==> config.mk <==
export PLATFORM = sky130hd
export DESIGN_NAME = sata_command_slot_manager_top
export DESIGN_NICKNAME = d
export VERILOG_FILES = /design/src/scsm_pkg.sv /design/src/scsm_ram.sv /design/src/scsm_front.sv /design/src/scsm_queue.sv /design/src/scsm_back.sv /design/src/sata_command_slot_manager_top.sv
export SDC_FILE = /design/constraint.sdc
export NUM_CORES = 2
export LEC_CHECK = 0
export BUFFER_PORTS_ARGS = -buffer_cell sky130_fd_sc_hd__buf_2
export CAP_MARGIN = 30
export CORE_ASPECT_RATIO = 0.5
export CORE_MARGIN = 10
export CORE_UTILIZATION = 60
export DETAILED_ROUTE_END_ITERATION = 7
export GPL_TIMING_DRIVEN = 0
export PLACE_DENSITY = 0.84
export SLEW_MARGIN = 20
export SYNTH_ARGS = -nofsm -noshare
export SYNTH_HDL_FRONTEND = slang
export SYNTH_HIERARCHICAL = 1
export SYNTH_SLANG_ARGS = --single-unit
==> constraint.sdc <==
create_clock -name clk -period 15 [get_ports clk]
set_input_delay 0.75 -clock clk [delete_from_list [all_inputs] [get_ports clk]]
set_output_delay 0.75 -clock clk [all_outputs]
set_load 0.03 [all_outputs]
==> src/scsm_pkg.sv <==
`timescale 1ns / 1ps
// ----------------------------------------------------------------------------
// SATA command slot manager package
// Widths, codes, request and result types shared by the slot manager files.
// ----------------------------------------------------------------------------
package scsm_pkg;

  localparam int SLOT_COUNT = 32;
  localparam int SLOT_IDX_W = (SLOT_COUNT > 1) ? $clog2(SLOT_COUNT) : 1;

  localparam int SLOT_W     = 5;
  localparam int TIME_W     = 48;
  localparam int TICK_W     = 32;
  localparam int MASK_W     = 32;
  localparam int CMD_W      = 2;
  localparam int OPCODE_W   = 8;
  localparam int KIND_W     = 2;
  localparam int CODE_W     = 2;
  localparam int CFG_IDX_W  = 1;
  localparam int CFG_DATA_W = 32;

  localparam int QUEUE_DEPTH = 2;
  localparam int QPTR_W      = (QUEUE_DEPTH > 1) ? $clog2(QUEUE_DEPTH) : 1;
  localparam int QCNT_W      = $clog2(QUEUE_DEPTH + 1);

  localparam logic [CMD_W-1:0] CMD_ISSUE  = 2'd0;
  localparam logic [CMD_W-1:0] CMD_UPDATE = 2'd1;
  localparam logic [CMD_W-1:0] CMD_SWEEP  = 2'd2;

  localparam logic [OPCODE_W-1:0] OPC_FPDMA_READ  = 8'h60;
  localparam logic [OPCODE_W-1:0] OPC_FPDMA_WRITE = 8'h61;

  localparam logic [KIND_W-1:0] KIND_ISSUE     = 2'd0;
  localparam logic [KIND_W-1:0] KIND_UPDATE    = 2'd1;
  localparam logic [KIND_W-1:0] KIND_DONE      = 2'd2;
  localparam logic [KIND_W-1:0] KIND_SWEEP_END = 2'd3;

  localparam logic [CODE_W-1:0] CODE_OK      = 2'd0;
  localparam logic [CODE_W-1:0] CODE_STALL   = 2'd1;
  localparam logic [CODE_W-1:0] CODE_NO_SLOT = 2'd2;
  localparam logic [CODE_W-1:0] CODE_TIMEOUT = 2'd1;

  localparam logic [CFG_IDX_W-1:0] CFG_MAX_TAG = 1'b0;
  localparam logic [CFG_IDX_W-1:0] CFG_TIMEOUT = 1'b1;

  localparam logic [SLOT_W-1:0] MAX_TAG_RESET = 5'd31;
  localparam logic [TICK_W-1:0] TIMEOUT_RESET = 32'd1000000;
  localparam logic [TIME_W-1:0] TIME_MAX      = {TIME_W{1'b1}};

  typedef enum logic [1:0] {
    OP_ISSUE  = 2'd0,
    OP_UPDATE = 2'd1,
    OP_SWEEP  = 2'd2
  } op_t;

  typedef struct packed {
    op_t               op;
    logic              ncq;
    logic [MASK_W-1:0] hw_mask;
    logic [TIME_W-1:0] now_time;
  } req_t;

  typedef struct packed {
    logic [KIND_W-1:0] kind;
    logic [SLOT_W-1:0] slot;
    logic [CODE_W-1:0] code;
    logic              set_active;
    logic              unaccounted;
    logic              still_active;
    logic              last;
  } res_t;

  typedef struct packed {
    logic empty;
    logic full;
  } q_stat_t;

  typedef struct packed {
    logic [SLOT_W-1:0] max_tag;
    logic [TICK_W-1:0] timeout_ticks;
  } cfg_t;

endpackage

==> src/scsm_ram.sv <==
`timescale 1ns / 1ps
// ----------------------------------------------------------------------------
// Generic RAM
// One write port and one read port with registered read data.
// ----------------------------------------------------------------------------
module scsm_ram #(
  parameter int WIDTH = 8,
  parameter int DEPTH = 16,
  localparam int ADDR_W = (DEPTH > 1) ? $clog2(DEPTH) : 1
) (
  input  logic              clk,
  input  logic              we,
  input  logic [ADDR_W-1:0] waddr,
  input  logic [WIDTH-1:0]  wdata,
  input  logic [ADDR_W-1:0] raddr,
  output logic [WIDTH-1:0]  rdata
);

  logic [WIDTH-1:0] mem_r [DEPTH];

  always_ff @(posedge clk) begin
    if (we) begin
      mem_r[waddr] <= wdata;
    end
    rdata <= mem_r[raddr];
  end

endmodule

==> src/scsm_front.sv <==
`timescale 1ns / 1ps
// ----------------------------------------------------------------------------
// Slot manager front end
// Takes requests, drops unused commands and classifies the opcode.
// ----------------------------------------------------------------------------
module scsm_front (
  input  logic                           start,
  input  scsm_pkg::q_stat_t              q_stat,
  input  logic [scsm_pkg::CMD_W-1:0]     cmd,
  input  logic [scsm_pkg::OPCODE_W-1:0]  opcode,
  input  logic [scsm_pkg::MASK_W-1:0]    hw_mask,
  input  logic [scsm_pkg::TIME_W-1:0]    now_time,
  output logic                           push,
  output scsm_pkg::req_t                 req
);
  import scsm_pkg::*;

  logic known;

  always_comb begin
    known  = 1'b1;
    req.op = OP_ISSUE;
    case (cmd)
      CMD_ISSUE:  req.op = OP_ISSUE;
      CMD_UPDATE: req.op = OP_UPDATE;
      CMD_SWEEP:  req.op = OP_SWEEP;
      default:    known  = 1'b0;
    endcase
    req.ncq      = (opcode == OPC_FPDMA_READ) || (opcode == OPC_FPDMA_WRITE);
    req.hw_mask  = hw_mask;
    req.now_time = now_time;
    push         = start && !q_stat.full && known;
  end

endmodule

==> src/scsm_queue.sv <==
`timescale 1ns / 1ps
// ----------------------------------------------------------------------------
// Slot manager request queue
// Short queue of classified requests between the front and back ends.
// ----------------------------------------------------------------------------
module scsm_queue (
  input  logic                         clk,
  input  logic                         rst_n,
  input  logic                         push,
  input  scsm_pkg::req_t               push_req,
  input  logic                         pop,
  output scsm_pkg::req_t               head,
  output scsm_pkg::q_stat_t            q_stat,
  output logic [scsm_pkg::QCNT_W-1:0]  count
);
  import scsm_pkg::*;

  req_t              mem_r [QUEUE_DEPTH];
  logic [QPTR_W-1:0] wr_ptr_r, wr_ptr_nxt;
  logic [QPTR_W-1:0] rd_ptr_r, rd_ptr_nxt;
  logic [QCNT_W-1:0] count_r, count_nxt;

  function automatic logic [QPTR_W-1:0] ptr_inc(input logic [QPTR_W-1:0] p);
    ptr_inc = (p == QPTR_W'(QUEUE_DEPTH - 1)) ? '0 : p + QPTR_W'(1);
  endfunction

  always_comb begin
    wr_ptr_nxt = push ? ptr_inc(wr_ptr_r) : wr_ptr_r;
    rd_ptr_nxt = pop ? ptr_inc(rd_ptr_r) : rd_ptr_r;
    count_nxt  = count_r + QCNT_W'(push) - QCNT_W'(pop);
  end

  always_ff @(posedge clk) begin
    if (!rst_n) begin
      wr_ptr_r <= '0;
      rd_ptr_r <= '0;
      count_r  <= '0;
    end else begin
      wr_ptr_r <= wr_ptr_nxt;
      rd_ptr_r <= rd_ptr_nxt;
      count_r  <= count_nxt;
    end
  end

  always_ff @(posedge clk) begin
    if (push) begin
      mem_r[wr_ptr_r] <= push_req;
    end
  end

  assign head         = mem_r[rd_ptr_r];
  assign q_stat.empty = (count_r == '0);
  assign q_stat.full  = (count_r == QCNT_W'(QUEUE_DEPTH));
  assign count        = count_r;

endmodule

==> src/scsm_back.sv <==
`timescale 1ns / 1ps
// ----------------------------------------------------------------------------
// Slot manager back end
// Carries out issue, status update and sweep requests and drives results.
// ----------------------------------------------------------------------------
module scsm_back (
  input  logic               clk,
  input  logic               rst_n,
  input  scsm_pkg::cfg_t     cfg,
  input  scsm_pkg::q_stat_t  q_stat,
  input  scsm_pkg::req_t     head,
  output logic               pop,
  output logic               res_valid,
  output scsm_pkg::res_t     res
);
  import scsm_pkg::*;

  typedef enum logic [3:0] {
    ST_IDLE  = 4'b0001,
    ST_EXEC  = 4'b0010,
    ST_SWEEP = 4'b0100,
    ST_END   = 4'b1000
  } state_t;

  localparam logic [SLOT_IDX_W-1:0] LAST_IDX = SLOT_IDX_W'(SLOT_COUNT - 1);

  state_t                  state_r, state_nxt;
  req_t                    cur_r, cur_nxt;
  logic [SLOT_COUNT-1:0]   running_r, running_nxt;
  logic [SLOT_COUNT-1:0]   completed_r, completed_nxt;
  logic                    paused_r, paused_nxt;
  logic [SLOT_IDX_W-1:0]   idx_r, idx_nxt;
  logic                    pending_r, pending_nxt;
  logic                    valid_r, valid_nxt;
  res_t                    res_r, res_nxt;

  logic                    ram_we;
  logic [SLOT_IDX_W-1:0]   ram_waddr;
  logic [TIME_W-1:0]       ram_wdata;
  logic [SLOT_IDX_W-1:0]   ram_raddr;
  logic [TIME_W-1:0]       ram_rdata;

  logic [SLOT_COUNT-1:0]   hw_slots;
  logic [SLOT_COUNT-1:0]   busy_slots;
  logic [SLOT_COUNT-1:0]   avail;
  logic                    found;
  logic [SLOT_IDX_W-1:0]   found_idx;
  logic [TIME_W:0]         dl_sum;
  logic [TIME_W-1:0]       deadline;
  logic                    run_any;

  scsm_ram #(
    .WIDTH (TIME_W),
    .DEPTH (SLOT_COUNT)
  ) u_deadline_ram (
    .clk   (clk),
    .we    (ram_we),
    .waddr (ram_waddr),
    .wdata (ram_wdata),
    .raddr (ram_raddr),
    .rdata (ram_rdata)
  );

  always_comb begin
    hw_slots   = cur_r.hw_mask[SLOT_COUNT-1:0];
    busy_slots = hw_slots | running_r | completed_r;
    for (int i = 0; i < SLOT_COUNT; i++) begin
      avail[i] = !busy_slots[i] && (SLOT_W'(i) <= cfg.max_tag);
    end
    found     = 1'b0;
    found_idx = '0;
    for (int i = SLOT_COUNT - 1; i >= 0; i--) begin
      if (avail[i]) begin
        found     = 1'b1;
        found_idx = SLOT_IDX_W'(i);
      end
    end
    dl_sum   = {1'b0, cur_r.now_time} + (TIME_W + 1)'(cfg.timeout_ticks);
    deadline = dl_sum[TIME_W] ? TIME_MAX : dl_sum[TIME_W-1:0];
    run_any  = |running_r;
  end

  assign ram_raddr = ((state_r == ST_SWEEP) && (idx_r != LAST_IDX)) ?
                     idx_r + SLOT_IDX_W'(1) : '0;

  always_comb begin
    state_nxt     = state_r;
    cur_nxt       = cur_r;
    running_nxt   = running_r;
    completed_nxt = completed_r;
    paused_nxt    = paused_r;
    idx_nxt       = idx_r;
    pending_nxt   = pending_r;
    valid_nxt     = 1'b0;
    res_nxt       = res_r;
    pop           = 1'b0;
    ram_we        = 1'b0;
    ram_waddr     = '0;
    ram_wdata     = deadline;

    case (state_r)
      ST_IDLE: begin
        if (!q_stat.empty) begin
          pop       = 1'b1;
          cur_nxt   = head;
          state_nxt = ST_EXEC;
        end
      end
      ST_EXEC: begin
        res_nxt      = '0;
        res_nxt.last = 1'b1;
        state_nxt    = ST_IDLE;
        case (cur_r.op)
          OP_ISSUE: begin
            valid_nxt    = 1'b1;
            res_nxt.kind = KIND_ISSUE;
            if (paused_r && run_any) begin
              res_nxt.code = CODE_STALL;
            end else begin
              paused_nxt = !cur_r.ncq;
              if (!cur_r.ncq && run_any) begin
                res_nxt.code = CODE_STALL;
              end else if ((!cur_r.ncq && busy_slots[0]) || (cur_r.ncq && !found)) begin
                res_nxt.code = CODE_NO_SLOT;
              end else begin
                ram_we             = 1'b1;
                ram_waddr          = cur_r.ncq ? found_idx : '0;
                running_nxt        = running_r | (SLOT_COUNT'(1) << ram_waddr);
                res_nxt.slot       = SLOT_W'(ram_waddr);
                res_nxt.code       = CODE_OK;
                res_nxt.set_active = cur_r.ncq;
              end
            end
          end
          OP_UPDATE: begin
            valid_nxt           = 1'b1;
            res_nxt.kind        = KIND_UPDATE;
            res_nxt.unaccounted = |(hw_slots & ~running_r & ~completed_r);
            completed_nxt       = completed_r | (running_r & ~hw_slots);
          end
          OP_SWEEP: begin
            idx_nxt     = '0;
            pending_nxt = 1'b0;
            state_nxt   = ST_SWEEP;
          end
          default: state_nxt = ST_IDLE;
        endcase
      end
      ST_SWEEP: begin
        if (running_r[idx_r]) begin
          if (completed_r[idx_r] || (ram_rdata <= cur_r.now_time)) begin
            valid_nxt              = 1'b1;
            res_nxt                = '0;
            res_nxt.kind           = KIND_DONE;
            res_nxt.slot           = SLOT_W'(idx_r);
            res_nxt.code           = completed_r[idx_r] ? CODE_OK : CODE_TIMEOUT;
            running_nxt[idx_r]     = 1'b0;
            completed_nxt[idx_r]   = 1'b0;
          end else begin
            pending_nxt = 1'b1;
          end
        end
        if (idx_r == LAST_IDX) begin
          state_nxt = ST_END;
        end else begin
          idx_nxt = idx_r + SLOT_IDX_W'(1);
        end
      end
      ST_END: begin
        valid_nxt            = 1'b1;
        res_nxt              = '0;
        res_nxt.kind         = KIND_SWEEP_END;
        res_nxt.still_active = pending_r;
        res_nxt.last         = 1'b1;
        if (!run_any) begin
          paused_nxt = 1'b0;
        end
        state_nxt = ST_IDLE;
      end
      default: state_nxt = ST_IDLE;
    endcase
  end

  always_ff @(posedge clk) begin
    if (!rst_n) begin
      state_r     <= ST_IDLE;
      running_r   <= '0;
      completed_r <= '0;
      paused_r    <= 1'b0;
      idx_r       <= '0;
      pending_r   <= 1'b0;
      valid_r     <= 1'b0;
    end else begin
      state_r     <= state_nxt;
      running_r   <= running_nxt;
      completed_r <= completed_nxt;
      paused_r    <= paused_nxt;
      idx_r       <= idx_nxt;
      pending_r   <= pending_nxt;
      valid_r     <= valid_nxt;
    end
  end

  always_ff @(posedge clk) begin
    cur_r <= cur_nxt;
    res_r <= res_nxt;
  end

  assign res_valid = valid_r;
  assign res       = res_r;

endmodule

==> src/sata_command_slot_manager_top.sv <==
`timescale 1ns / 1ps
// ----------------------------------------------------------------------------
// SATA command slot manager
// Tracks queued command slots of one SATA port: issue, status update, sweep.
// ----------------------------------------------------------------------------
// A request is taken at a rising edge with start high and busy low. Requests
// wait in a two-entry queue, so busy rises only when two requests are queued
// behind the one at work; unused commands are taken and dropped.
// Each result is shown for one cycle with out_valid high and out_last marks
// the final result of a request. The receiver cannot hold results off.
// An issue or status update request is taken from the queue in ST_IDLE and
// evaluated in ST_EXEC; its single result is then registered and shown.
// A sweep visits every slot in turn, one slot a cycle, reading each deadline
// from the slot deadline RAM; finished slots are reported as they are found
// and the sweep end result follows.
// Reset clears the slot masks, the pause flag and the queue, and loads the
// default max_tag and timeout; deadlines are written when a slot is issued.
// Configuration is written through cfg_we, cfg_index and cfg_wdata.
// ----------------------------------------------------------------------------
module sata_command_slot_manager_top (
  input  logic                             clk,
  input  logic                             rst_n,
  input  logic                             start,
  output logic                             busy,
  input  logic [scsm_pkg::CMD_W-1:0]       in_cmd,
  input  logic [scsm_pkg::OPCODE_W-1:0]    in_opcode,
  input  logic [scsm_pkg::MASK_W-1:0]      in_hw_mask,
  input  logic [scsm_pkg::TIME_W-1:0]      in_now_time,
  output logic                             out_valid,
  output logic [scsm_pkg::KIND_W-1:0]      out_kind,
  output logic [scsm_pkg::SLOT_W-1:0]      out_slot,
  output logic [scsm_pkg::CODE_W-1:0]      out_code,
  output logic                             out_set_active,
  output logic                             out_unaccounted,
  output logic                             out_still_active,
  output logic                             out_last,
  input  logic                             cfg_we,
  input  logic [scsm_pkg::CFG_IDX_W-1:0]   cfg_index,
  input  logic [scsm_pkg::CFG_DATA_W-1:0]  cfg_wdata
);
  import scsm_pkg::*;

  logic [SLOT_W-1:0] max_tag_r, max_tag_nxt;
  logic [TICK_W-1:0] timeout_r, timeout_nxt;
  cfg_t              cfg;
  q_stat_t           q_stat;
  req_t              push_req;
  req_t              head;
  logic              push;
  logic              pop;
  logic [QCNT_W-1:0] q_count;
  res_t              res;

  always_comb begin
    max_tag_nxt = max_tag_r;
    timeout_nxt = timeout_r;
    if (cfg_we) begin
      case (cfg_index)
        CFG_MAX_TAG: max_tag_nxt = cfg_wdata[SLOT_W-1:0];
        CFG_TIMEOUT: timeout_nxt = cfg_wdata[TICK_W-1:0];
        default: begin
          max_tag_nxt = max_tag_r;
        end
      endcase
    end
  end

  always_ff @(posedge clk) begin
    if (!rst_n) begin
      max_tag_r <= MAX_TAG_RESET;
      timeout_r <= TIMEOUT_RESET;
    end else begin
      max_tag_r <= max_tag_nxt;
      timeout_r <= timeout_nxt;
    end
  end

  assign cfg.max_tag       = max_tag_r;
  assign cfg.timeout_ticks = timeout_r;

  scsm_front u_front (
    .start    (start),
    .q_stat   (q_stat),
    .cmd      (in_cmd),
    .opcode   (in_opcode),
    .hw_mask  (in_hw_mask),
    .now_time (in_now_time),
    .push     (push),
    .req      (push_req)
  );

  scsm_queue u_queue (
    .clk      (clk),
    .rst_n    (rst_n),
    .push     (push),
    .push_req (push_req),
    .pop      (pop),
    .head     (head),
    .q_stat   (q_stat),
    .count    (q_count)
  );

  scsm_back u_back (
    .clk       (clk),
    .rst_n     (rst_n),
    .cfg       (cfg),
    .q_stat    (q_stat),
    .head      (head),
    .pop       (pop),
    .res_valid (out_valid),
    .res       (res)
  );

  assign busy             = q_stat.full;
  assign out_kind         = res.kind;
  assign out_slot         = res.slot;
  assign out_code         = res.code;
  assign out_set_active   = res.set_active;
  assign out_unaccounted  = res.unaccounted;
  assign out_still_active = res.still_active;
  assign out_last         = res.last;

`ifndef SYNTHESIS
  a_push_fills_queue: assert property (@(posedge clk) disable iff (!rst_n)
    push |=> (q_count != '0))
    else $error("queued request lost");

  a_count_bound: assert property (@(posedge clk) disable iff (!rst_n)
    q_count <= QCNT_W'(QUEUE_DEPTH))
    else $error("queue count beyond depth");

  a_sweep_end_last: assert property (@(posedge clk) disable iff (!rst_n)
    (out_valid && (out_kind == KIND_SWEEP_END)) |-> out_last)
    else $error("sweep end without last mark");

  a_done_not_last: assert property (@(posedge clk) disable iff (!rst_n)
    (out_valid && (out_kind == KIND_DONE)) |=> (out_valid && !out_last) || !out_valid ||
      (out_kind == KIND_DONE) || (out_kind == KIND_SWEEP_END))
    else $error("finished slot not followed by sweep results");
`endif

endmodule
# Word level (Yosys, flattened, before mapping)
# Memory sizes are Yosys's and may differ from the RTL's. A register that Yosys moved wholly into a read port is not among the register bits.
# Cells that the tools add are included.
# word_totals
ff_bits,130
ramBits,1702
out_inout_bits,15
n_memories,2
# mem_list
memory,depth,word_bits,read_ports,rd_ports_with_merged_regs,wr,line,text
u_back.u_deadline_ram.mem_r,32,48,1,1,1,scsm_ram.sv:19,logic [WIDTH-1:0] mem_r [DEPTH];
u_queue.mem_r,2,83,1,1,1,scsm_queue.sv:18,req_t mem_r [QUEUE_DEPTH];
# op_classes
addsub,6
n_lt_le_gt_ge,35
eq_ne,26
shift,1
mux,136
bitwise_logic,15
reduce_logical,98
# ops
cell,count
2-to-1 mux 32 bit,9
2-to-1 mux 5 bit,41
bitwise AND 32 bit,5
NOT 32 bit,4
bitwise OR 32 bit,4
case mux 32 bit (2 select lines),2
<= comparator 5 bit (first input constant),16
2-to-1 mux 1 bit,64
OR reduction 32 bit,2
adder 48 x 32 -> 49 bit,1
<= comparator 48 bit,1
2-to-1 mux 48 bit,1
<= comparator 4 x 5 -> 1 bit (first input constant),8
logical AND 1 bit,40
case mux 13 bit (3 select lines),1
logical NOT 1 bit,35
left shift 1 x 5 -> 32 bit (first input constant),1
2-to-1 mux 13 bit,2
!= test 2 bit (second input constant),12
<= comparator 3 x 5 -> 1 bit (first input constant),4
equality test 8 x 7 -> 1 bit (second input constant),2
case mux 4 bit (3 select lines),1
AND reduction 4 bit,3
binary-select mux 1 bit (select 5 bit),2
36 further kinds,56

# Longest topological paths before layout
# logic_depth
depth_word,46
mapped_depth,14
mapped_depth_nobuf,12

# By module
# The synthesis kept the hierarchy.
# by_module_without_submodules
module,instances,cells_each,area_per_inst_um2,seq_area_each_um2
scsm_ram,1,3364,60724.5,47085.2
scsm_back,1,1333,11915.2,4404.2
scsm_queue,1,279,6502.5,5084.9
sata_command_slot_manager_top,1,168,1571.5,740.7
scsm_front,1,86,648.1,0.0

# Worst setup path before layout
# No wires, ideal clock.
# synth_path
path_kind,register to register
start,register u_back.state_r[2]
end,register u_queue.count_r[1] (netlist: u_queue/count[1])
setup_time_ns,0.065
arrival_time_ns,5.738
t_required_ns,14.935
slack_ns,9.197
stages_incl_launch_ff,8
path_buffers,0
synth_period_minus_slack_ns,5.803
cell_sequence,dfxtp_1 nor4b_1 nor2b_1 ha_1 inv_1 ha_1 xnor3_1 nor2b_1
# synth_between
elab_chain_len,3
# synth_rtl
element,line,text
"start, declared",scsm_back.sv:27,"state_t state_r, state_nxt;"
"start signal, assigned",scsm_back.sv:194,state_r <= state_nxt;
equality test 4 x 1 -> 1 bit,scsm_back.sv:101,case (state_r)
2-to-1 mux 1 bit,scsm_back.sv:101,
named net pop,sata_command_slot_manager_top.sv:50,logic pop;
subtractor 2 x 1 -> 2 bit,scsm_queue.sv:30,count_nxt = count_r + QCNT_W'(push) - QCNT_W'(pop);
"end signal, assigned",scsm_queue.sv:41,count_r <= count_nxt;
"end, declared",scsm_queue.sv:21,"logic [QCNT_W-1:0] count_r, count_nxt;"
# The timed path passes the listed nets, and every way through them passes these cells.
# A chain may end at the register's enable or synchronous reset.

# Worst setup path after layout
# layout_path
start,register u_back/cur_r[0] in the netlist's numbering
end,memory u_back/u_deadline_ram/mem_r[1][27] in the netlist's numbering (data pin)
# layout_between
elab_chain_len,2
# layout_rtl
element,line,text
"start, declared",scsm_back.sv:28,"req_t cur_r, cur_nxt;"
"start signal, assigned",scsm_back.sv:205,cur_r <= cur_nxt;
adder 48 x 32 -> 49 bit,scsm_back.sv:78,"dl_sum = {1'b0, cur_r.now_time} + (TIME_W + 1)'(cfg.timeout_ticks);"
2-to-1 mux 48 bit,scsm_back.sv:79,deadline = dl_sum[TIME_W] ? TIME_MAX : dl_sum[TIME_W-1:0];
named net u_back.deadline[27],scsm_back.sv:49,logic [TIME_W-1:0] deadline;
"end, declared",scsm_ram.sv:19,
# The timed path passes the listed nets, and every way through them passes these cells.

==> flow_summary_export.csv <==
group,metric,value,unit
status,status,"complete, no violations",
critical_path,critPathKind,"flip-flop to flip-flop",
route,firstDrtPassIters,6,
sta,fin_ws,8.68,ns
die,die_h,280,microns
global_routing,grt_max_degree,33,
critical_path,rr_startpoint,"u_back/cur_r[0]",
clock_network,numCtsBuffers,163,
clock_network,cts_max_level,4,
global_routing,grt_pass1_wl,342000,microns
sta,tns,0,ns
placed_design,dp_worst_setup_slack,9.11,ns
placed_design,place_congestion,1.01,
critical_path,worstPathRequired,15.31,ns
worst_hold_path,hold_start,"in_now_time[43]",
logic_synthesis,synth_nets,5445,
critical_path,cp_data_arrival_time,6.63,ns
sta,rsz0062_at_grt,"no",
critical_path,worstSetupStartpointType,"flip-flop",
finish,area_growth,12.6,%
global_routing,grtUsageTotal,30.8,%
clock_network,clkTransAtPathRegs,0.07,ns
clock_network,clock-root-buffer,"clkbuf_16",
clock_network,cts_tree,"built",
die,dieArea,152000,sq um
route,viasPerCell,6.83,
logic_synthesis,seq_area_frac_synth,70.4,%
critical_path,critPathCaptureType,"flip-flop",
logic_synthesis,async_flop_share,0,%
finish,drive_gt1_share,15.2,%
logic_synthesis,synthesis.area,81400,sq um
power_and_ir_drop,leakage,29.3,nW
route,vias,51300,
clock_network,clk_latency,0.83,ns
route,drc_errors,0,
sta,fmax,158,MHz
sta,timing.final.max_slew_violations,0,
placed_design,dp_hpwl,165000,microns
route,routed_wl,243000,microns
sta,relSlewSlack,19.7,%
global_routing,grt_antenna_before_repair,10,
clock_network,clock_sinks,1964,
sta,worstMarginPinSlew,1.20,ns
sta,fin_crit_sh,42.1,%
critical_path,path_max_fanout,32,
logic_synthesis,avgSynthCellArea,15.6,sq um
route,drtAntennaViolNets,0,
worst_hold_path,hold_class,"input pin to flip-flop",
clock_network,cts_resized,0,
die,core,134000,sq um
logic_synthesis,synth_top_flop_cell,"edfxtp_1",
clock_network,clock_path_buffers,3,
logic_synthesis,syn_inst,5230,
clock_network,cts_setup_buffers,0,
placed_design,port_buffers,60,
die,die_w,541,microns
run,drv_cap,0,
clock_network,cts_hold_buf,0,
logic_synthesis,synth-seq-cells,1964,
finish,fin_nets,5784,
die,initial_utilization,60.5,%
sta,setup_viol,0,
global_routing,grt_pass1_vias,50900,
sta,final_hold_viol_count,0,
logic_synthesis,synth-edff-count,1798,
route,routedWlPerCell,32.4,microns
route,drt_iter0_markers,7935,
logic_synthesis,yosysWarnings,6,
logic_synthesis,synth.distinct_cells,104,
global_routing,gr-total-overflow,0,
critical_path,startpoint,"u_back/cur_r[0]",
power_and_ir_drop,power_density,148,nW/um^2
die,ios,142,
sta,min_period,6.32,ns
sta,fin_worst_skew,0.0546,ns
die,row_count,95,
power_and_ir_drop,irDropWorstVdd,0.118,mV
## flip-flops by register name, summed over array words and instances, names as in the netlist, named ones only
name                         count
max_tag_r                        5
timeout_r                       32
u_back/completed_r              32
u_back/cur_r                    51
u_back/hw_slots                 32
u_back/idx_r                     5
u_back/paused_r                  1
u_back/pending_r                 1
u_back/res                      13
u_back/res_valid                 1
u_back/running_r                32
u_back/state_r                   4
u_back/u_deadline_ram/mem_r   1536
u_back/u_deadline_ram/rdata     48
u_queue/count                    2
u_queue/mem_r                  166
u_queue/rd_ptr_r                 1
u_queue/wr_ptr_r                 1
## layout by cell type, fill, tap and decap left out, types with 14 or more instances in the layout
master     count
buf_12        62
clkinv_1      27
edfxtp_1    1798
nor3_1        89
and2_1        16
mux2i_1      772
o211ai_1      22
o21ai_0       82
buf_6         77
o21ai_1       40
buf_4        126
a22o_1        96
buf_2        114
nor2_1       101
clkbuf_16    169
nand4_1       55
or3_1         17
nor2_4        32
clkinv_2      27
nor2b_1       27
or2_2         14
mux2_2        23
clkbuf_1     134
buf_16        17
nor3b_1       16
buf_8         21
a21oi_1      215
a21o_1        31
nand3_1      223
mux2_4        70
a22oi_1      162
dfxtp_1      166
ha_1          87
inv_1         92
a31oi_1       60
nand2b_1      23
nor4_1        15
nand2_1      275
nand3b_1      14
## area by class of cell
cell class	count	area, sq um
flip-flops and latches	1964	57300
plain buffers	344	2340
diodes	4	10.0
fillers	8141	42800
multi-input cells	2830	21700
clock buffers	226	4570
inverters	92	345
well taps	1794	2240
repair buffers	174	2450
clock inverters	75	626
## logic make-up (layout without fill, tap and decap cells)
kind of cell / after synthesis / in the layout / share of synthesized area, %
AO/OA/AOI/OAI: 850 / 850 / 7.04
XOR/XNOR: 26 / 26 / 0.297
adder cells (fa/ha/maj): 88 / 88 / 1.36
buffers and inverters: 436 / 911 / 3.30
flip-flops: 1964 / 1964 / 70.4
multiplexers: 878 / 878 / 11.4
other: 0 / 4 / 0
AND/OR/NAND/NOR: 988 / 988 / 6.12
## power by group
group	internal, W	switching (W)	leakage [nW]
combinational	0.000656	0.00154	9.22
sequential	0.00696	0.000170	17.6
clock	0.00226	0.00196	2.54
## worst paths after layout
path,to,slack [ns],cells after the start
max,u_back/u_deadline_ram/mem_r[1][27],8.68,13
min,u_queue/mem_r[1][43],0.11,1
max reg2reg,u_back/u_deadline_ram/mem_r[1][27],8.68,13
min reg2reg,timeout_r[2],0.46,2
## metal layers
layer / routed length (microns) / part of all wire (%) / global-route usage [%] / vias up
met5: 38 / 0.016 / 0 / -
met4: 14800 / 6.1 / 16.0 / 6
met3: 35500 / 15 / 10.1 / 852
met2: 109000 / 45 / 48.3 / 4328
met1: 83200 / 34 / 38.5 / 25100
li1: - / - / - / 21000
## critical path, stage by stage (launching register included)
cell and delay (ns):
edfxtp_1 0.42, ha_1 0.25, inv_1 0.08, fa_1 0.18
nor2b_1 0.10, o31a_1 0.29, o31ai_1 0.50, a21oi_1 0.27
o31ai_2 1.06, a21oi_1 0.18, o21ai_0 0.29, a21o_1 0.73
clkbuf_1 0.67, nand2_1 0.77
## cell usage after synthesis (9+ instances only)
| cell | count | area share (%) |
|---|---|---|
| nand3_1 | 224 | 1.4 |
| nor3b_1 | 16 | 0.15 |
| o21ai_0 | 89 | 0.55 |
| o22ai_1 | 13 | 0.10 |
| buf_1 | 9 | 0.042 |
| or2_2 | 14 | 0.11 |
| mux4_2 | 11 | 0.30 |
| a21o_1 | 31 | 0.29 |
| nand2b_1 | 23 | 0.18 |
| a22oi_1 | 162 | 1.5 |
| buf_4 | 125 | 1.2 |
| nor4_1 | 15 | 0.12 |
| ha_1 | 87 | 1.3 |
| mux2_4 | 70 | 1.3 |
| o21ai_1 | 40 | 0.25 |
| a211oi_1 | 9 | 0.083 |
| nor4b_1 | 9 | 0.097 |
| buf_2 | 53 | 0.33 |
| edfxtp_1 | 1798 | 66 |
| o211ai_1 | 22 | 0.20 |
| or3_1 | 17 | 0.13 |
| nor2_1 | 133 | 0.61 |
| inv_1 | 92 | 0.42 |
| a22o_1 | 96 | 1.0 |
| mux2_2 | 23 | 0.32 |
| dfxtp_1 | 166 | 4.1 |
| clkbuf_1 | 90 | 0.42 |
| nor2b_1 | 29 | 0.22 |
| nand2_1 | 278 | 1.3 |
| a21oi_1 | 216 | 1.3 |
| a31oi_1 | 60 | 0.46 |
| nor3_1 | 90 | 0.55 |
| and3_1 | 13 | 0.10 |
| xnor2_1 | 13 | 0.14 |
| o21a_1 | 13 | 0.12 |
| mux2i_1 | 774 | 9.5 |
| buf_6 | 63 | 0.87 |
| nand3b_1 | 14 | 0.13 |
| nand4_1 | 55 | 0.42 |
| xor2_1 | 12 | 0.13 |
| o32ai_1 | 9 | 0.097 |
| and2_1 | 17 | 0.13 |
## stage by stage
stage | cell area (sq um) | util (%) | instances | hold WS [ns] | total power [W]
global placement | 83900 | 62.4 | 7084 | 0.447 | 0.00907
global route | 91600 | 68.2 | 7501 | 0.0861 | 0.0139
floorplan | 81400 | - | 5230 | 0.433 | 0.00836
CTS | 91300 | 67.9 | 7478 | 0.0739 | 0.0134
detailed placement | 86100 | 64.0 | 7177 | 0.452 | 0.00925
finish | 91600 | 68.2 | 7503 | 0.110 | 0.0136
Power figures use the tool's default switching activity.
